<file path="config.mk">
export PLATFORM = sky130hd
export DESIGN_NAME = settings_payload_parser
export DESIGN_NICKNAME = d
export VERILOG_FILES = /design/src/rtl/spp_pkg.sv /design/src/rtl/settings_payload_parser.sv /design/src/rtl/spp_in_reg.sv /design/src/rtl/spp_core.sv /design/src/rtl/spp_out_reg.sv
export VERILOG_INCLUDE_DIRS = /design/src /design/src/rtl
export SDC_FILE = /design/constraint.sdc
export NUM_CORES = 1
export LEC_CHECK = 0
export BUFFER_PORTS_ARGS = -buffer_cell sky130_fd_sc_hd__buf_2
export CORE_UTILIZATION = 55
export CTS_BUF_LIST = sky130_fd_sc_hd__clkbuf_4 sky130_fd_sc_hd__clkbuf_8
export DETAILED_ROUTE_END_ITERATION = 8
export PLACE_DENSITY = 0.79
export SLEW_MARGIN = 20
export SYNTH_ARGS = -nofsm -noshare
export SYNTH_HDL_FRONTEND = slang
export SYNTH_SLANG_ARGS = --single-unit
</file>
<file path="constraint.sdc">
create_clock -name clock -period 26.7 [get_ports clock]
set_input_delay 0 -clock clock [delete_from_list [all_inputs] [get_ports clock]]
set_output_delay 0 -clock clock [all_outputs]
set_load 0.02 [all_outputs]
</file>
<file path="src/rtl/assert_macros.svh">
// Assertion helpers used by spp_core.
`ifndef ASSERT_MACROS_SVH
`define ASSERT_MACROS_SVH

// Check prop at every rising clk edge outside of reset.
`define SPP_ASSERT(label, clk, rst, prop, msg) \
   label: assert property (@(posedge clk) disable iff (rst) (prop)) else $error(msg);

// Check that cond never holds outside of reset.
`define SPP_NEVER(label, clk, rst, cond, msg) \
   `SPP_ASSERT(label, clk, rst, !(cond), msg)

`endif

</file>
<file path="src/rtl/spp_pkg.sv">
package spp_pkg;

   typedef enum logic [1:0] {
      ST_OK         = 2'd0,
      ST_PROTOCOL   = 2'd1,
      ST_FLOW       = 2'd2,
      ST_FRAME_SIZE = 2'd3
   } status_type;

   typedef enum logic {
      OP_BEGIN = 1'b0,
      OP_BYTE  = 1'b1
   } opcode_type;

   localparam logic [15:0] ID_TABLE_SIZE  = 16'd1;
   localparam logic [15:0] ID_ENABLE_PUSH = 16'd2;
   localparam logic [15:0] ID_STREAMS     = 16'd3;
   localparam logic [15:0] ID_WINDOW      = 16'd4;
   localparam logic [15:0] ID_FRAME_SIZE  = 16'd5;
   localparam logic [15:0] ID_LIST_SIZE   = 16'd6;

   // Index of the last byte of a six-byte entry.
   localparam logic [2:0] ENTRY_LAST = 3'd5;

   typedef struct packed {
      logic        opcode;
      logic [23:0] frame_len;
      logic [7:0]  data_byte;
   } item_type;

   typedef struct packed {
      logic [31:0] table_size;
      logic        push_enabled;
      logic [31:0] stream_limit;
      logic        stream_limit_seen;
      logic [30:0] window_size;
      logic [23:0] frame_limit;
      logic [31:0] header_list_limit;
      logic        header_list_seen;
   } settings_type;

   typedef struct packed {
      status_type   status;
      settings_type settings;
   } result_type;

   localparam settings_type SETTINGS_RESET = '{
      table_size:        32'd4096,
      push_enabled:      1'b1,
      stream_limit:      32'd0,
      stream_limit_seen: 1'b0,
      window_size:       31'd65535,
      frame_limit:       24'd16384,
      header_list_limit: 32'd0,
      header_list_seen:  1'b0
   };

   // x mod 3 for x below 32.
   localparam logic [1:0] MOD3_LUT [32] = '{
      2'd0, 2'd1, 2'd2, 2'd0, 2'd1, 2'd2, 2'd0, 2'd1,
      2'd2, 2'd0, 2'd1, 2'd2, 2'd0, 2'd1, 2'd2, 2'd0,
      2'd1, 2'd2, 2'd0, 2'd1, 2'd2, 2'd0, 2'd1, 2'd2,
      2'd0, 2'd1, 2'd2, 2'd0, 2'd1, 2'd2, 2'd0, 2'd1
   };

   // True when len is a multiple of six: even, and a multiple of three.
   // Mod 3 folds nibbles, since 16 is 1 mod 3.
   function automatic logic len_multiple_of_6(input logic [23:0] len);
      logic [6:0] nib_sum;
      logic [4:0] fold;
      nib_sum = '0;
      for (int i = 0; i < 6; i++) begin
         nib_sum = nib_sum + {3'd0, len[4*i +: 4]};
      end
      fold = {1'b0, nib_sum[3:0]} + {2'd0, nib_sum[6:4]};
      return (len[0] == 1'b0) && (MOD3_LUT[fold] == 2'd0);
   endfunction

endpackage

</file>
<file path="src/rtl/settings_payload_parser.sv">
// A result word passes through the input register and then the result register before it
// is on rsp_; a full result register can hold it back between the two.
// Throughput: one word per cycle, set by the single pass from input register to result register.
// A result word left waiting by rsp_ready stalls the input register, result or not for the next.
// Reset (synchronous, active high): no frame open, no error latched, settings at protocol
// defaults (table 4096, push on, window 65535, frame limit 16384), both registers empty.
module settings_payload_parser
   import spp_pkg::*;
(
   input  logic        clock,
   input  logic        reset,
   input  logic        req_valid,
   output logic        req_ready,
   input  logic        req_opcode,
   input  logic [23:0] req_frame_len,
   input  logic [7:0]  req_data_byte,
   output logic        rsp_valid,
   input  logic        rsp_ready,
   output logic [1:0]  rsp_status,
   output logic [31:0] rsp_table_size,
   output logic        rsp_push_enabled,
   output logic [31:0] rsp_stream_limit,
   output logic        rsp_stream_limit_seen,
   output logic [30:0] rsp_window_size,
   output logic [23:0] rsp_frame_limit,
   output logic [31:0] rsp_header_list_limit,
   output logic        rsp_header_list_seen
);

   logic       item_valid;
   item_type   item;
   logic       take;
   logic       emit;
   logic       out_free;
   result_type result;

   // Input register: hold one word; refill as it drains.
   spp_in_reg u_in_reg (
      .clock         (clock),
      .reset         (reset),
      .req_valid     (req_valid),
      .req_ready     (req_ready),
      .req_opcode    (req_opcode),
      .req_frame_len (req_frame_len),
      .req_data_byte (req_data_byte),
      .take          (take),
      .item_valid    (item_valid),
      .item          (item)
   );

   // Parser state: assemble entries, check and apply them, decide the result.
   // Advance only when the result register has room, so no result is dropped.
   spp_core u_core (
      .clock      (clock),
      .reset      (reset),
      .item_valid (item_valid),
      .item       (item),
      .out_free   (out_free),
      .take       (take),
      .emit       (emit),
      .result     (result)
   );

   // Result register: hold a result word until rsp_ready.
   spp_out_reg u_out_reg (
      .clock                 (clock),
      .reset                 (reset),
      .load                  (emit),
      .result                (result),
      .out_free              (out_free),
      .rsp_valid             (rsp_valid),
      .rsp_ready             (rsp_ready),
      .rsp_status            (rsp_status),
      .rsp_table_size        (rsp_table_size),
      .rsp_push_enabled      (rsp_push_enabled),
      .rsp_stream_limit      (rsp_stream_limit),
      .rsp_stream_limit_seen (rsp_stream_limit_seen),
      .rsp_window_size       (rsp_window_size),
      .rsp_frame_limit       (rsp_frame_limit),
      .rsp_header_list_limit (rsp_header_list_limit),
      .rsp_header_list_seen  (rsp_header_list_seen)
   );

endmodule

</file>
<file path="src/rtl/spp_in_reg.sv">
module spp_in_reg
   import spp_pkg::*;
(
   input  logic        clock,
   input  logic        reset,
   input  logic        req_valid,
   output logic        req_ready,
   input  logic        req_opcode,
   input  logic [23:0] req_frame_len,
   input  logic [7:0]  req_data_byte,
   input  logic        take,
   output logic        item_valid,
   output item_type    item
);

   logic     valid_ff;
   logic     valid_in;
   item_type item_ff;

   // Refill in the same cycle the held word drains.
   assign req_ready = !valid_ff || take;
   assign valid_in  = req_valid || (valid_ff && !take);

   always_ff @(posedge clock) begin
      if (reset) begin
         valid_ff <= 1'b0;
      end else begin
         valid_ff <= valid_in;
      end
      if (req_valid && req_ready) begin
         item_ff <= '{opcode: req_opcode, frame_len: req_frame_len,
                      data_byte: req_data_byte};
      end
   end

   assign item_valid = valid_ff;
   assign item       = item_ff;

endmodule

</file>
<file path="src/rtl/spp_core.sv">
`include "assert_macros.svh"

module spp_core
   import spp_pkg::*;
(
   input  logic       clock,
   input  logic       reset,
   input  logic       item_valid,
   input  item_type   item,
   input  logic       out_free,
   output logic       take,
   output logic       emit,
   output result_type result
);

   logic [23:0]  bytes_left_ff, bytes_left_in;
   logic [2:0]   entry_pos_ff, entry_pos_in;
   logic [39:0]  entry_shift_ff, entry_shift_in;
   status_type   error_ff, error_in;
   settings_type kept_ff, kept_in;

   logic [23:0]  left_dec;
   logic [15:0]  entry_id;
   logic [31:0]  entry_val;
   status_type   status_out;
   logic         emit_int;

   assign take      = item_valid && out_free;
   assign left_dec  = bytes_left_ff - 24'd1;
   assign entry_id  = entry_shift_ff[39:24];
   assign entry_val = {entry_shift_ff[23:0], item.data_byte};

   always_comb begin
      bytes_left_in  = bytes_left_ff;
      entry_pos_in   = entry_pos_ff;
      entry_shift_in = entry_shift_ff;
      error_in       = error_ff;
      kept_in        = kept_ff;
      status_out     = ST_OK;
      emit_int       = 1'b0;

      if (opcode_type'(item.opcode) == OP_BEGIN) begin
         entry_pos_in   = '0;
         entry_shift_in = '0;
         bytes_left_in  = item.frame_len;
         if (item.frame_len == '0) begin
            error_in = ST_OK;
            emit_int = 1'b1;
         end else if (!len_multiple_of_6(item.frame_len)) begin
            error_in   = ST_FRAME_SIZE;
            status_out = ST_FRAME_SIZE;
            emit_int   = 1'b1;
         end else begin
            error_in = ST_OK;
         end
      end else if (bytes_left_ff != '0) begin
         bytes_left_in = left_dec;
         if (error_ff != ST_FRAME_SIZE) begin
            if (entry_pos_ff >= ENTRY_LAST) begin
               entry_pos_in   = '0;
               entry_shift_in = '0;
               if (error_ff == ST_OK) begin
                  case (entry_id)
                     ID_TABLE_SIZE: kept_in.table_size = entry_val;
                     ID_ENABLE_PUSH: begin
                        if (entry_val > 32'd1) error_in = ST_PROTOCOL;
                        else kept_in.push_enabled = entry_val[0];
                     end
                     ID_STREAMS: begin
                        kept_in.stream_limit      = entry_val;
                        kept_in.stream_limit_seen = 1'b1;
                     end
                     ID_WINDOW: begin
                        if (entry_val[31]) error_in = ST_FLOW;
                        else kept_in.window_size = entry_val[30:0];
                     end
                     ID_FRAME_SIZE: begin
                        // legal range is 2^14 .. 2^24-1
                        if (entry_val[31:24] != '0 || entry_val[23:14] == '0)
                           error_in = ST_PROTOCOL;
                        else kept_in.frame_limit = entry_val[23:0];
                     end
                     ID_LIST_SIZE: begin
                        kept_in.header_list_limit = entry_val;
                        kept_in.header_list_seen  = 1'b1;
                     end
                     default: ;
                  endcase
               end
            end else begin
               entry_shift_in = {entry_shift_ff[31:0], item.data_byte};
               entry_pos_in   = entry_pos_ff + 3'd1;
            end
         end
         if (left_dec == '0) begin
            entry_pos_in   = '0;
            entry_shift_in = '0;
            if (error_ff == ST_FRAME_SIZE) begin
               // swallowed frame ends quietly
               error_in = ST_OK;
            end else begin
               status_out = error_in;
               emit_int   = 1'b1;
            end
         end
      end
   end

   always_ff @(posedge clock) begin
      if (reset) begin
         bytes_left_ff  <= '0;
         entry_pos_ff   <= '0;
         entry_shift_ff <= '0;
         error_ff       <= ST_OK;
         kept_ff        <= SETTINGS_RESET;
      end else if (take) begin
         bytes_left_ff  <= bytes_left_in;
         entry_pos_ff   <= entry_pos_in;
         entry_shift_ff <= entry_shift_in;
         error_ff       <= error_in;
         kept_ff        <= kept_in;
      end
   end

   assign emit   = take && emit_int;
   assign result = '{status: status_out, settings: kept_in};

   `SPP_ASSERT(a_pos_range, clock, reset, entry_pos_ff <= ENTRY_LAST,
      "entry position past the last byte of an entry")
   `SPP_ASSERT(a_idle_clean, clock, reset,
      (bytes_left_ff == '0) |-> (entry_pos_ff == '0 && entry_shift_ff == '0),
      "partial entry left over with no frame open")
   `SPP_NEVER(a_swallow_open, clock, reset,
      error_ff == ST_FRAME_SIZE && bytes_left_ff == '0,
      "frame size latch held with no frame open")
   `SPP_ASSERT(a_emit_needs_room, clock, reset, emit |-> out_free,
      "result produced while the result register is full")

endmodule

</file>
<file path="src/rtl/spp_out_reg.sv">
module spp_out_reg
   import spp_pkg::*;
(
   input  logic        clock,
   input  logic        reset,
   input  logic        load,
   input  result_type  result,
   output logic        out_free,
   output logic        rsp_valid,
   input  logic        rsp_ready,
   output logic [1:0]  rsp_status,
   output logic [31:0] rsp_table_size,
   output logic        rsp_push_enabled,
   output logic [31:0] rsp_stream_limit,
   output logic        rsp_stream_limit_seen,
   output logic [30:0] rsp_window_size,
   output logic [23:0] rsp_frame_limit,
   output logic [31:0] rsp_header_list_limit,
   output logic        rsp_header_list_seen
);

   logic       valid_ff, valid_in;
   result_type result_ff;

   assign out_free = !valid_ff || rsp_ready;
   assign valid_in = load || (valid_ff && !rsp_ready);

   always_ff @(posedge clock) begin
      if (reset) begin
         valid_ff <= 1'b0;
      end else begin
         valid_ff <= valid_in;
      end
      if (load) begin
         result_ff <= result;
      end
   end

   assign rsp_valid             = valid_ff;
   assign rsp_status            = result_ff.status;
   assign rsp_table_size        = result_ff.settings.table_size;
   assign rsp_push_enabled      = result_ff.settings.push_enabled;
   assign rsp_stream_limit      = result_ff.settings.stream_limit;
   assign rsp_stream_limit_seen = result_ff.settings.stream_limit_seen;
   assign rsp_window_size       = result_ff.settings.window_size;
   assign rsp_frame_limit       = result_ff.settings.frame_limit;
   assign rsp_header_list_limit = result_ff.settings.header_list_limit;
   assign rsp_header_list_seen  = result_ff.settings.header_list_seen;

endmodule

</file>
==> results of run 1 <==
stage by stage:
stage	instances	hold slack [ns]	power, mW	setup WS (ns)	util
3_3_place_gp	2223	0.1770	1.110	19.55	0.6005
3_5_place_dp	2226	0.1781	1.128	19.45	0.6026
2_1_floorplan	1723	0.09887	1.048	9.309	-
6_report	2384	0.1110	1.688	19.42	0.6593
5_1_grt	2384	0.1108	1.767	19.03	0.6593
4_1_cts	2383	0.08811	1.692	19.39	0.6580
worst max-delay path by stage:
stage	from	endpoint	slack, ns	cells past startpoint
finish	u_in_reg.item[8]	u_out_reg.rsp_table_size[16]	19.42	22
global route	u_in_reg.item[8]	u_out_reg.rsp_frame_limit[9]	19.03	22
CTS	u_in_reg.item[8]	u_out_reg.rsp_window_size[6]	19.39	22
detailed placement	u_in_reg.item[8]	u_out_reg.rsp_header_list_limit[10]	19.45	22
global placement	u_in_reg.item[8]	u_out_reg.rsp_table_size[8]	19.55	22
floorplan	u_in_reg.item[8]	u_out_reg.rsp_frame_limit[0]	9.31	21
placed cells by master (no fill, tap or decap), types with 5 or more instances in the layout:
cell             n
a211oi_1        53
a21o_1           8
a21oi_1        163
a22oi_1          8
a31oi_1          8
and2_1           6
buf_2          193
buf_4           18
clkbuf_4        25
clkbuf_8        74
clkinv_1         6
clkinv_2         6
dfxtp_1        225
dlygate4sd3_1   37
edfxtp_1       189
fa_1            14
ha_1            22
inv_1           34
mux2_2         151
nand2_1        340
nand3_1         65
nand3b_1         5
nand4_1          9
nand4b_1         5
nor2_1          55
nor2b_1          7
nor3_1          14
nor4_1          22
o21ai_0         71
o22ai_1         10
o31ai_1          6
or3_1            6
or4_1            6
xnor2_1          8
report_power, final:
| part | total (mW) | leakage [nW] | internal (mW) | switching [mW] |
|---|---|---|---|---|
| logic | 0.379 | 3.38 | 0.139 | 0.240 |
| clock network | 0.565 | 0.731 | 0.313 | 0.252 |
| registers | 0.745 | 3.53 | 0.717 | 0.0283 |
cells by family after synthesis:
kind of cell	after synthesis	share of synthesized area
xor gates and xnor gates	10	0.004883
DFF	414	0.5675
and+or+nand+nor	575	0.1459
muxes	152	0.09535
buffers and inverters	182	0.03871
adders and majority gates	36	0.03097
AOI/OAI and AO/OA	354	0.1167
Yosys cell counts, types with 9 or more instances:
library cell / count / area, µm²
nand2_1: 341 / 1280
dfxtp_1: 225 / 4504
edfxtp_1: 189 / 5675
a21oi_1: 164 / 820.8
mux2_2: 151 / 1700
clkbuf_1: 125 / 469.2
o21ai_0: 71 / 355.3
nand3_1: 65 / 325.3
nor2_1: 56 / 210.2
a211oi_1: 53 / 397.9
inv_1: 34 / 127.6
nor4_1: 23 / 143.9
ha_1: 22 / 275.3
nor3_1: 15 / 75.07
fa_1: 14 / 280.3
buf_1: 13 / 48.80
o22ai_1: 10 / 62.56
buf_2: 9 / 45.04
nand4_1: 9 / 56.30
metal layers:
layer / vias to the layer above / global-route usage / routed length, µm
li1: 6468 / - / -
met5: - / 0 / 0
met3: 97 / 0.05248 / 3674
met2: 691 / 0.4302 / 21570
met1: 6787 / 0.3606 / 19000
met4: 0 / 0.1076 / 1216
registers in the layout, summed over array words and instances, names as in the netlist, 2 cells and up:
signal                           flops
u_out_reg.rsp_window_size           31
u_out_reg.rsp_stream_limit          32
u_out_reg.rsp_status                 2
u_core.bytes_left_ff                24
u_core.error_ff                      2
u_out_reg.rsp_table_size            32
u_core.kept_ff                     154
u_out_reg.rsp_frame_limit           24
u_out_reg.rsp_header_list_limit     32
u_core.entry_shift_ff               40
u_core.entry_pos_ff                  3
u_in_reg.item                       33
final cells by class:
class                           count  area share
Sequential cell                   414      0.4856
Multi-Input combinational cell   1127      0.3406
Timing Repair Buffer              253     0.07520
Clock buffer                       99     0.05754
Tap cell                          435     0.02596
Clock inverter                     21    0.008893
Inverter                           35    0.006267
==> reports/metrics.yaml, run 1 <==
place:
  placed_area_um2: 19160
  io_buffer_count: 194
  gp_congestion: 0.9217
  dpl.hpwl_um: 27630
logic_synthesis:
  syn-num-nets: 1796
  syn_inst: 1723
  ys_types: 67
  ys.flop_type: "dfxtp_1"
  syn_avg_cell_area_um2: 10.41
  ys_seq_elements: 414
  synth-edff-count: 189
  ys_warn_count: 0
  synth_area_um2: 17940
  ys_seq_area_frac: 0.5675
  synthArstFlopShare: 0
outcome:
  status: "complete, no violations"
clocking:
  hold_buffers: 37
  clock_latency_ns: 0.59
  cts_tree: "done"
  cts_root_buffer: "clkbuf_8"
  ctsResizeCount: 0
  clk_path_buf_depth: 3
  cts_buffers: 66
  clock_sinks: 414
  cts_setup_buffers: 0
  cts.clk_slew.worst_paths_ns: 0.07
  htree_levels: 3
detailed_routing:
  firstDrtPassIters: 5
  wl_um: 45470
  ant_nets: 0
  wl_per_cell_um: 19.07
  drc_errors: 0
  viasPerCell: 5.891
  drt_iter0_drc: 1683
  vias: 14040
global_routing:
  grt_usage: 0.2692
  grt_max_degree: 134
  grt_pass1_vias: 13370
  grt_first_pass_wirelength_um: 70860
  antenna_found_initial: 0
  overflow: 0
die:
  rows: 65
  num_io_pins: 195
  dieArea_um2: 33340
  die_y_um: 182.6
  fp.dieW_um: 182.6
  coreArea_um2: 31800
  start_util: 0.5641
finish:
  area_growth_pct: 16.87
  fin_area_um2: 20960
  fin_nets: 1970
  antenna_cells: 0
  nFillCells: 2332
  multi_input_area_um2: 7139
  register_area_um2: 10180
  drive_gt1_frac: 0.2612
worst_setup_path:
  critPathTopFamily: "adder cells"
  worstPathMaxFanout: 84
  path_cells: "ha_1, fa_1, xor2_1, fa_1, fa_1, inv_1, fa_1, inv_1, ha_1, a21o_1, a21oi_1, xnor2_1, ha_1, fa_1, xnor2_1, xnor2_1, a211oi_1, nor3_1, a211oi_1, o41a_1, a21boi_4, buf_4"
  criticalPathCategory: "flip-flop to flip-flop"
  crit_arrival_ns: 7.47
  rrSetupSlack_ns: 19.42
  endpoint_kind: "flip-flop"
  critPathBufInv: 3
  worst-r2r-cell-count: 22
  critPathLaunchType: "flip-flop"
  crit_path_top_delay_cell: "buf_4"
  cpMostUsedCell: "fa_1"
  worstPathRequired_ns: 26.88
  crit-reg2reg-launch: "u_in_reg.item[8]"
  cp_slowest_stage_delay_ns: 0.82
  rr_endpoint: "u_out_reg.rsp_table_size[16]"
timing:
  min_period_over_period: 0.2728
  rsz0062_at_grt: "false"
  fin_crit_ns: 7.283
  slew_headroom: 0.2783
  fmax_ghz: 0.1373
  maxSlewViolCount: 0
  finalSetupTns_ns: 0
  fin_worst_skew_ns: 0.03349
  worstMarginPinSlew_ns: 1.083
  final-hold-violation-count: 0
  setup_viol: 0
pwr:
  powerDensity_nw_per_um2: 80.53
  ir_drop_mv: 0.07452
  p_leak_nw: 7.634
hold_path:
  min_path_type: "input pin to flip-flop"
  hp-start: "req_frame_len[16]"
  min_path_cells: 2
  holdPathEnd: "u_in_reg.item[24]"
run:
  cap_viol_max_count: 0
(Power assumes the default switching activity.)
==> run 2, diff against run 1 <==
--- a/config.mk
+++ b/config.mk
@@ -10,7 +10,7 @@
 export CORE_UTILIZATION = 55
 export CTS_BUF_LIST = sky130_fd_sc_hd__clkbuf_4 sky130_fd_sc_hd__clkbuf_8
 export DETAILED_ROUTE_END_ITERATION = 8
-export PLACE_DENSITY = 0.79
+export PLACE_DENSITY = 0.82
 export SLEW_MARGIN = 20
 export SYNTH_ARGS = -nofsm -noshare
 export SYNTH_HDL_FRONTEND = slang
==> constraint.sdc (replaced) <==
create_clock -name clock -period 6.41 [get_ports clock]
set_input_delay 0 -clock clock [delete_from_list [all_inputs] [get_ports clock]]
set_output_delay 0 -clock clock [all_outputs]
set_load 0.02 [all_outputs]
==> reports/metrics.yaml, run 2 (synthesis results as in run 1) <==
outcome:
  status: "complete, no violations"
place:
  gp_congestion: 0.8642
  placed_area_um2: 19300
  dpl.hpwl_um: 28400
  dp_cells: 2231
  io_buffer_count: 194
  dp_worst_setup_slack_ns: 0.09828
worst_setup_path:
  worstPathRequired_ns: 6.73
  crit_start: "u_in_reg.item[12]"
  critical_path.endpoint: "u_out_reg.rsp_frame_limit[6]"
  rr_endpoint: "u_out_reg.rsp_frame_limit[6]"
  crit_arrival_ns: 6.61
  endpoint_kind: "flip-flop"
  crit-reg2reg-launch: "u_in_reg.item[12]"
  rrSetupSlack_ns: 0.12
  worstPathMaxFanout: 26
  critPathLaunchType: "flip-flop"
  criticalPathCategory: "flip-flop to flip-flop"
  worst-r2r-cell-count: 24
clocking:
  cts_root_buffer: "clkbuf_8"
  clk_path_buf_depth: 3
  cts_buffers: 60
  cts_tree: "done"
  clock_latency_ns: 0.63
  clock_sinks: 414
  htree_levels: 2
  cts.clk_slew.worst_paths_ns: 0.07
detailed_routing:
  firstDrtPassIters: 6
  wl_per_cell_um: 19.73
  ant_nets: 0
  vias: 14390
  drc_errors: 0
  viasPerCell: 5.995
  drt_iter0_drc: 1735
  wl_um: 47360
die:
  die_y_um: 182.6
  coreArea_um2: 31800
  start_util: 0.5641
  fp.dieW_um: 182.6
  num_io_pins: 195
  dieArea_um2: 33340
  rows: 65
finish:
  largest_register_ffs: 154
  top_register: "u_core.kept_ff"
  drive_gt1_frac: 0.2748
  instances_no_fill: 2400
  post-route-util: 0.6691
  layout_commonest_cell: "nand2_1"
  final_cell_mix: "nand2_1 (341), dfxtp_1 (225), buf_2 (193), edfxtp_1 (189), a21oi_1 (159)"
  fin_area_um2: 21280
  fin_nets: 1987
  area_growth_pct: 18.61
  antenna_cells: 0
global_routing:
  overflow: 0
  grt_usage: 0.2739
  antenna_found_initial: 0
  grt_first_pass_wirelength_um: 72340
  grt_pass1_vias: 13490
  grt_max_degree: 105
timing:
  min_period_over_period: 0.9816
  finalSetupTns_ns: 0
  slew_headroom: 0.2555
  final-hold-violation-count: 0
  fmax_ghz: 0.1589
  setup_viol: 0
  fin_worst_skew_ns: 0.03592
  fin_crit_ns: 6.292
  maxSlewViolCount: 0
  fin_ws_ns: 0.1179
  rsz0062_at_grt: "true"
  worstMarginPinSlew_ns: 1.117
pwr:
  switchingPower_mw: 2.307
  p_comb_frac: 0.280
  p_leak_nw: 7.757
  p_int_mw: 5.090
  swShare: 0.3119
  p_clk_frac: 0.301
  p_seq_frac: 0.419
  ir_drop_mv: 0.3752
  powerDensity_nw_per_um2: 347.6
run:
  cap_viol_max_count: 0
hold_path:
  min_path_type: "input pin to flip-flop"
==> run 2: changes by cell type in the layout (fill, tap and decap cells not counted), sizes merged, moves of 2 or more <==
| cell | change |
|---|---|
| clkbuf | +6 |
| buf | +19 |
| bufinv | -2 |
| clkinvlp | -2 |
| inv | -4 |
| clkinv | -2 |
==> run 2: cell type report <==
type	count	area [µm²]
Clock buffer	102	1241
Clock inverter	11	65.06
Fill cell	2246	10520
Inverter	35	131.4
Multi-Input combinational cell	1127	7224
Sequential cell	414	10180
Tap cell	435	544.3
Timing Repair Buffer	276	1891
==> run 2: how the worst min path moves through the flow <==
stage	slack, ns	depth (start not counted)	end	start
floorplan	0.1	0	u_in_reg.item[0]	req_data_byte[0]
global placement	0.18	1	u_in_reg.item[11]	req_frame_len[3]
detailed placement	0.18	1	u_in_reg.item[21]	req_frame_len[13]
CTS	0.06	2	u_in_reg.item[31]	req_frame_len[23]
global route	0.08	2	u_in_reg.item[20]	req_frame_len[12]
finish	0.07	2	u_in_reg.item[20]	req_frame_len[12]
==> run 2: worst max-delay path, cell delays in order, from the launching register on <==
cell and delay, ns:
edfxtp_1 0.43, ha_2 0.23, fa_2 0.39, xor2_2 0.19, fa_1 0.48, fa_1 0.49, inv_1 0.05, fa_1 0.44
buf_4 0.15, fa_2 0.40, inv_1 0.06, a21o_1 0.12, a21oi_2 0.06, xnor2_2 0.15, fa_2 0.47, xnor2_2 0.17
xnor2_1 0.14, a211oi_1 0.23, nor3_1 0.08, a211oi_1 0.21, buf_4 0.18, o41a_1 0.16, a21boi_4 0.28, buf_12 0.19
buf_16 0.19
==> run 2: metrics by stage <==
step	hold slack [ns]	power (mW)
after detailed placement	0.1781	4.932
after CTS	0.05532	7.141
after global placement	0.1769	4.846
after floorplan	0.09887	4.410
after global routing	0.08025	7.724
final	0.06982	7.397
==> run 2: timing repair <==
| action | CTS | global route |
|---|---|---|
| endpoints found under the hold margin | 116 | 0 |
| resized for setup | 0 | 10 |
| setup endpoints to repair | 0 | 155 |
| hold buffers | 38 | 0 |
| buffers inserted | 0 | 12 |
==> run 2: power by group through the flow <==
stage | Combinational (mW) | Clock [mW] | Sequential [mW]
finish | 2.07 | 2.23 | 3.10
global route | 2.25 | 2.36 | 3.11
floorplan | 1.12 | 0 | 3.29
detailed placement | 1.78 | 0 | 3.15
CTS | 1.80 | 2.24 | 3.10
global placement | 1.70 | 0 | 3.15
==> run 2: layer usage <==
| metal | up-vias | global-route usage | share of wire |
|---|---|---|---|
| met2 | 800 | 0.4337 | 0.47 |
| met5 | - | 0 | 0 |
| li1 | 6519 | - | - |
| met4 | 0 | 0.1170 | 0.032 |
| met3 | 124 | 0.04530 | 0.089 |
| met1 | 6946 | 0.3727 | 0.41 |
==> run 3, diff against run 2 <==
--- a/config.mk
+++ b/config.mk
@@ -7,10 +7,10 @@
 export NUM_CORES = 1
 export LEC_CHECK = 0
 export BUFFER_PORTS_ARGS = -buffer_cell sky130_fd_sc_hd__buf_2
-export CORE_UTILIZATION = 55
-export CTS_BUF_LIST = sky130_fd_sc_hd__clkbuf_4 sky130_fd_sc_hd__clkbuf_8
+export CORE_UTILIZATION = 53
+export CTS_BUF_LIST = sky130_fd_sc_hd__clkbuf_8 sky130_fd_sc_hd__clkbuf_16
 export DETAILED_ROUTE_END_ITERATION = 8
-export PLACE_DENSITY = 0.82
+export PLACE_DENSITY = 0.8
 export SLEW_MARGIN = 20
 export SYNTH_ARGS = -nofsm -noshare
 export SYNTH_HDL_FRONTEND = slang
==> reports/metrics.yaml, run 3 (synthesis results as in run 1) <==
outcome:
  status: "complete, no violations"
worst_setup_path:
  critPathLaunchType: "flip-flop"
  criticalPathCategory: "flip-flop to flip-flop"
  crit-reg2reg-launch: "u_in_reg.item[8]"
  endpoint_kind: "flip-flop"
  crit_arrival_ns: 6.65
  worstPathMaxFanout: 11
  worstPathRequired_ns: 6.73
  rrSetupSlack_ns: 0.08
  rr_endpoint: "u_out_reg.rsp_stream_limit[7]"
  worst-r2r-cell-count: 26
timing:
  min_period_over_period: 0.9874
  slew_headroom: 0.2724
  maxSlewViolCount: 0
  worstMarginPinSlew_ns: 1.091
  final-hold-violation-count: 0
  finalSetupTns_ns: 0
  fin_worst_skew_ns: 0.02509
  setup_viol: 0
  fin_crit_ns: 6.329
  fin_ws_ns: 0.08070
  fmax_ghz: 0.1580
global_routing:
  grt_usage: 0.2668
  grt_max_degree: 110
  overflow: 0
  antenna_found_initial: 0
  grt_pass1_vias: 13160
  grt_first_pass_wirelength_um: 71590
clocking:
  cts_tree: "done"
  clk_path_buf_depth: 3
  clock_latency_ns: 0.56
  cts_root_buffer: "clkbuf_16"
  cts_buffers: 41
  htree_levels: 2
  cts.clk_slew.worst_paths_ns: 0.06
  clock_sinks: 414
finish:
  layout_commonest_cell: "nand2_1"
  final_cell_mix: "nand2_1 (341), dfxtp_1 (225), buf_2 (193), edfxtp_1 (189), a21oi_1 (160)"
  nFillCells: 2509
  top_register: "u_core.kept_ff"
  antenna_cells: 0
  instances_no_fill: 2380
  drive_gt1_frac: 0.2567
  area_growth_pct: 20.00
  largest_register_ffs: 154
  multi_input_area_um2: 7268
  register_area_um2: 10180
  fin_nets: 1972
  fin_area_um2: 21530
run:
  cap_viol_max_count: 0
detailed_routing:
  ant_nets: 0
  drt_iter0_drc: 1652
  wl_per_cell_um: 20.45
  vias: 14240
  viasPerCell: 5.982
  wl_um: 48660
  drc_errors: 0
  firstDrtPassIters: 6
die:
  num_io_pins: 195
  coreArea_um2: 33450
  die_y_um: 186.0
  rows: 67
  start_util: 0.5363
  dieArea_um2: 34590
  fp.dieW_um: 186.0
hold_path:
  min_path_cells: 2
  min_path_type: "input pin to flip-flop"
  hp-start: "req_frame_len[17]"
  holdPathEnd: "u_in_reg.item[25]"
pwr:
  p_int_mw: 5.309
  p_seq_frac: 0.401
  p_leak_nw: 7.860
  p_clk_frac: 0.303
  powerDensity_nw_per_um2: 360.0
  p_comb_frac: 0.296
  switchingPower_mw: 2.440
  swShare: 0.3149
  ir_drop_mv: 0.4606
place:
  dp_worst_setup_slack_ns: 0.09063
  placed_area_um2: 19370
  dp_cells: 2247
  dpl.hpwl_um: 28860
  io_buffer_count: 194
  gp_congestion: 0.8745
[run 3: changes by cell type in the layout (fill, tap and decap cells not counted), moves of 2 or more]
cell	change
inv_1	+19
clkinvlp_4	-2
nor3_2	+2
clkbuf_4	-26
bufinv_16	+2
nor3_1	-2
clkbuf_16	+49
clkbuf_8	-75
buf_4	-4
buf_12	+2
[run 3: through the flow]
step | power [mW] | util | hold slack, ns
after floorplan | 4.410 | - | 0.09887
after global placement | 4.879 | 0.5792 | 0.1766
after detailed placement | 4.974 | 0.5792 | 0.1781
after global routing | 8.039 | 0.6436 | 0.1628
final | 7.749 | 0.6436 | 0.1579
after CTS | 7.296 | 0.6299 | 0.1421
[run 3: layout make-up]
class | instances | area share
clock buffer | 44 | 0.05063
sequential | 414 | 0.4729
inverter | 35 | 0.006103
multi-input combinational | 1127 | 0.3376
clock inverter | 32 | 0.01093
timing repair buffer | 280 | 0.09579
tap | 448 | 0.02604
[run 3: layer usage]
metal | GRT usage | routed length (µm) | vias to the layer above
met3 | 0.03815 | 4268 | 117
met2 | 0.4452 | 23280 | 781
li1 | - | - | 6471
met5 | 0 | 0 | -
met4 | 0.08852 | 1384 | 0
met1 | 0.3558 | 19730 | 6867
[run 3: worst max-delay path, cell delays in order (launching register included)]
cell and delay (ns):
edfxtp_1 0.41, ha_2 0.22, fa_2 0.53, fa_1 0.41
inv_1 0.08, fa_1 0.43, fa_1 0.45, inv_1 0.07
ha_2 0.18, inv_2 0.04, fa_2 0.38, inv_1 0.07
a21o_1 0.11, a21oi_2 0.06, xnor2_2 0.20, ha_1 0.30
a21oi_4 0.21, nand4b_1 0.17, a21o_1 0.24, a311oi_2 0.22
a211oi_1 0.08, buf_4 0.16, o41a_1 0.38, a21boi_4 0.16
buf_12 0.18, clkbuf_16 0.18, clkbuf_16 0.17
[run 3: what timing repair did]
action / 4_1_cts / 5_1_grt
endpoints found under the hold margin: 39 / 0
resized for setup: 0 / 15
setup buffers: 0 / 8
hold buffers: 37 / 0
setup endpoints to repair: 0 / 156
[run 3: power groups by stage]
stage | combinational, mW | sequential (mW) | clock (mW)
global route | 2.45 | 3.12 | 2.47
floorplan | 1.12 | 3.29 | 0
finish | 2.29 | 3.11 | 2.35
CTS | 1.84 | 3.10 | 2.35
global placement | 1.72 | 3.15 | 0
detailed placement | 1.82 | 3.16 | 0
[run 3: worst max path at each step]
stage	startpoint	endpoint	slack, ns	depth (start not counted)
after floorplan	u_in_reg.item[8]	u_out_reg.rsp_frame_limit[0]	-1.62	21
after global placement	u_in_reg.item[12]	u_out_reg.rsp_header_list_limit[31]	0.19	24
after detailed placement	u_in_reg.item[12]	u_out_reg.rsp_header_list_limit[31]	0.09	23
after CTS	u_in_reg.item[12]	u_out_reg.rsp_header_list_limit[16]	0.08	23
after global routing	u_in_reg.item[12]	u_out_reg.rsp_stream_limit[7]	-0.11	26
final	u_in_reg.item[8]	u_out_reg.rsp_stream_limit[7]	0.08	26
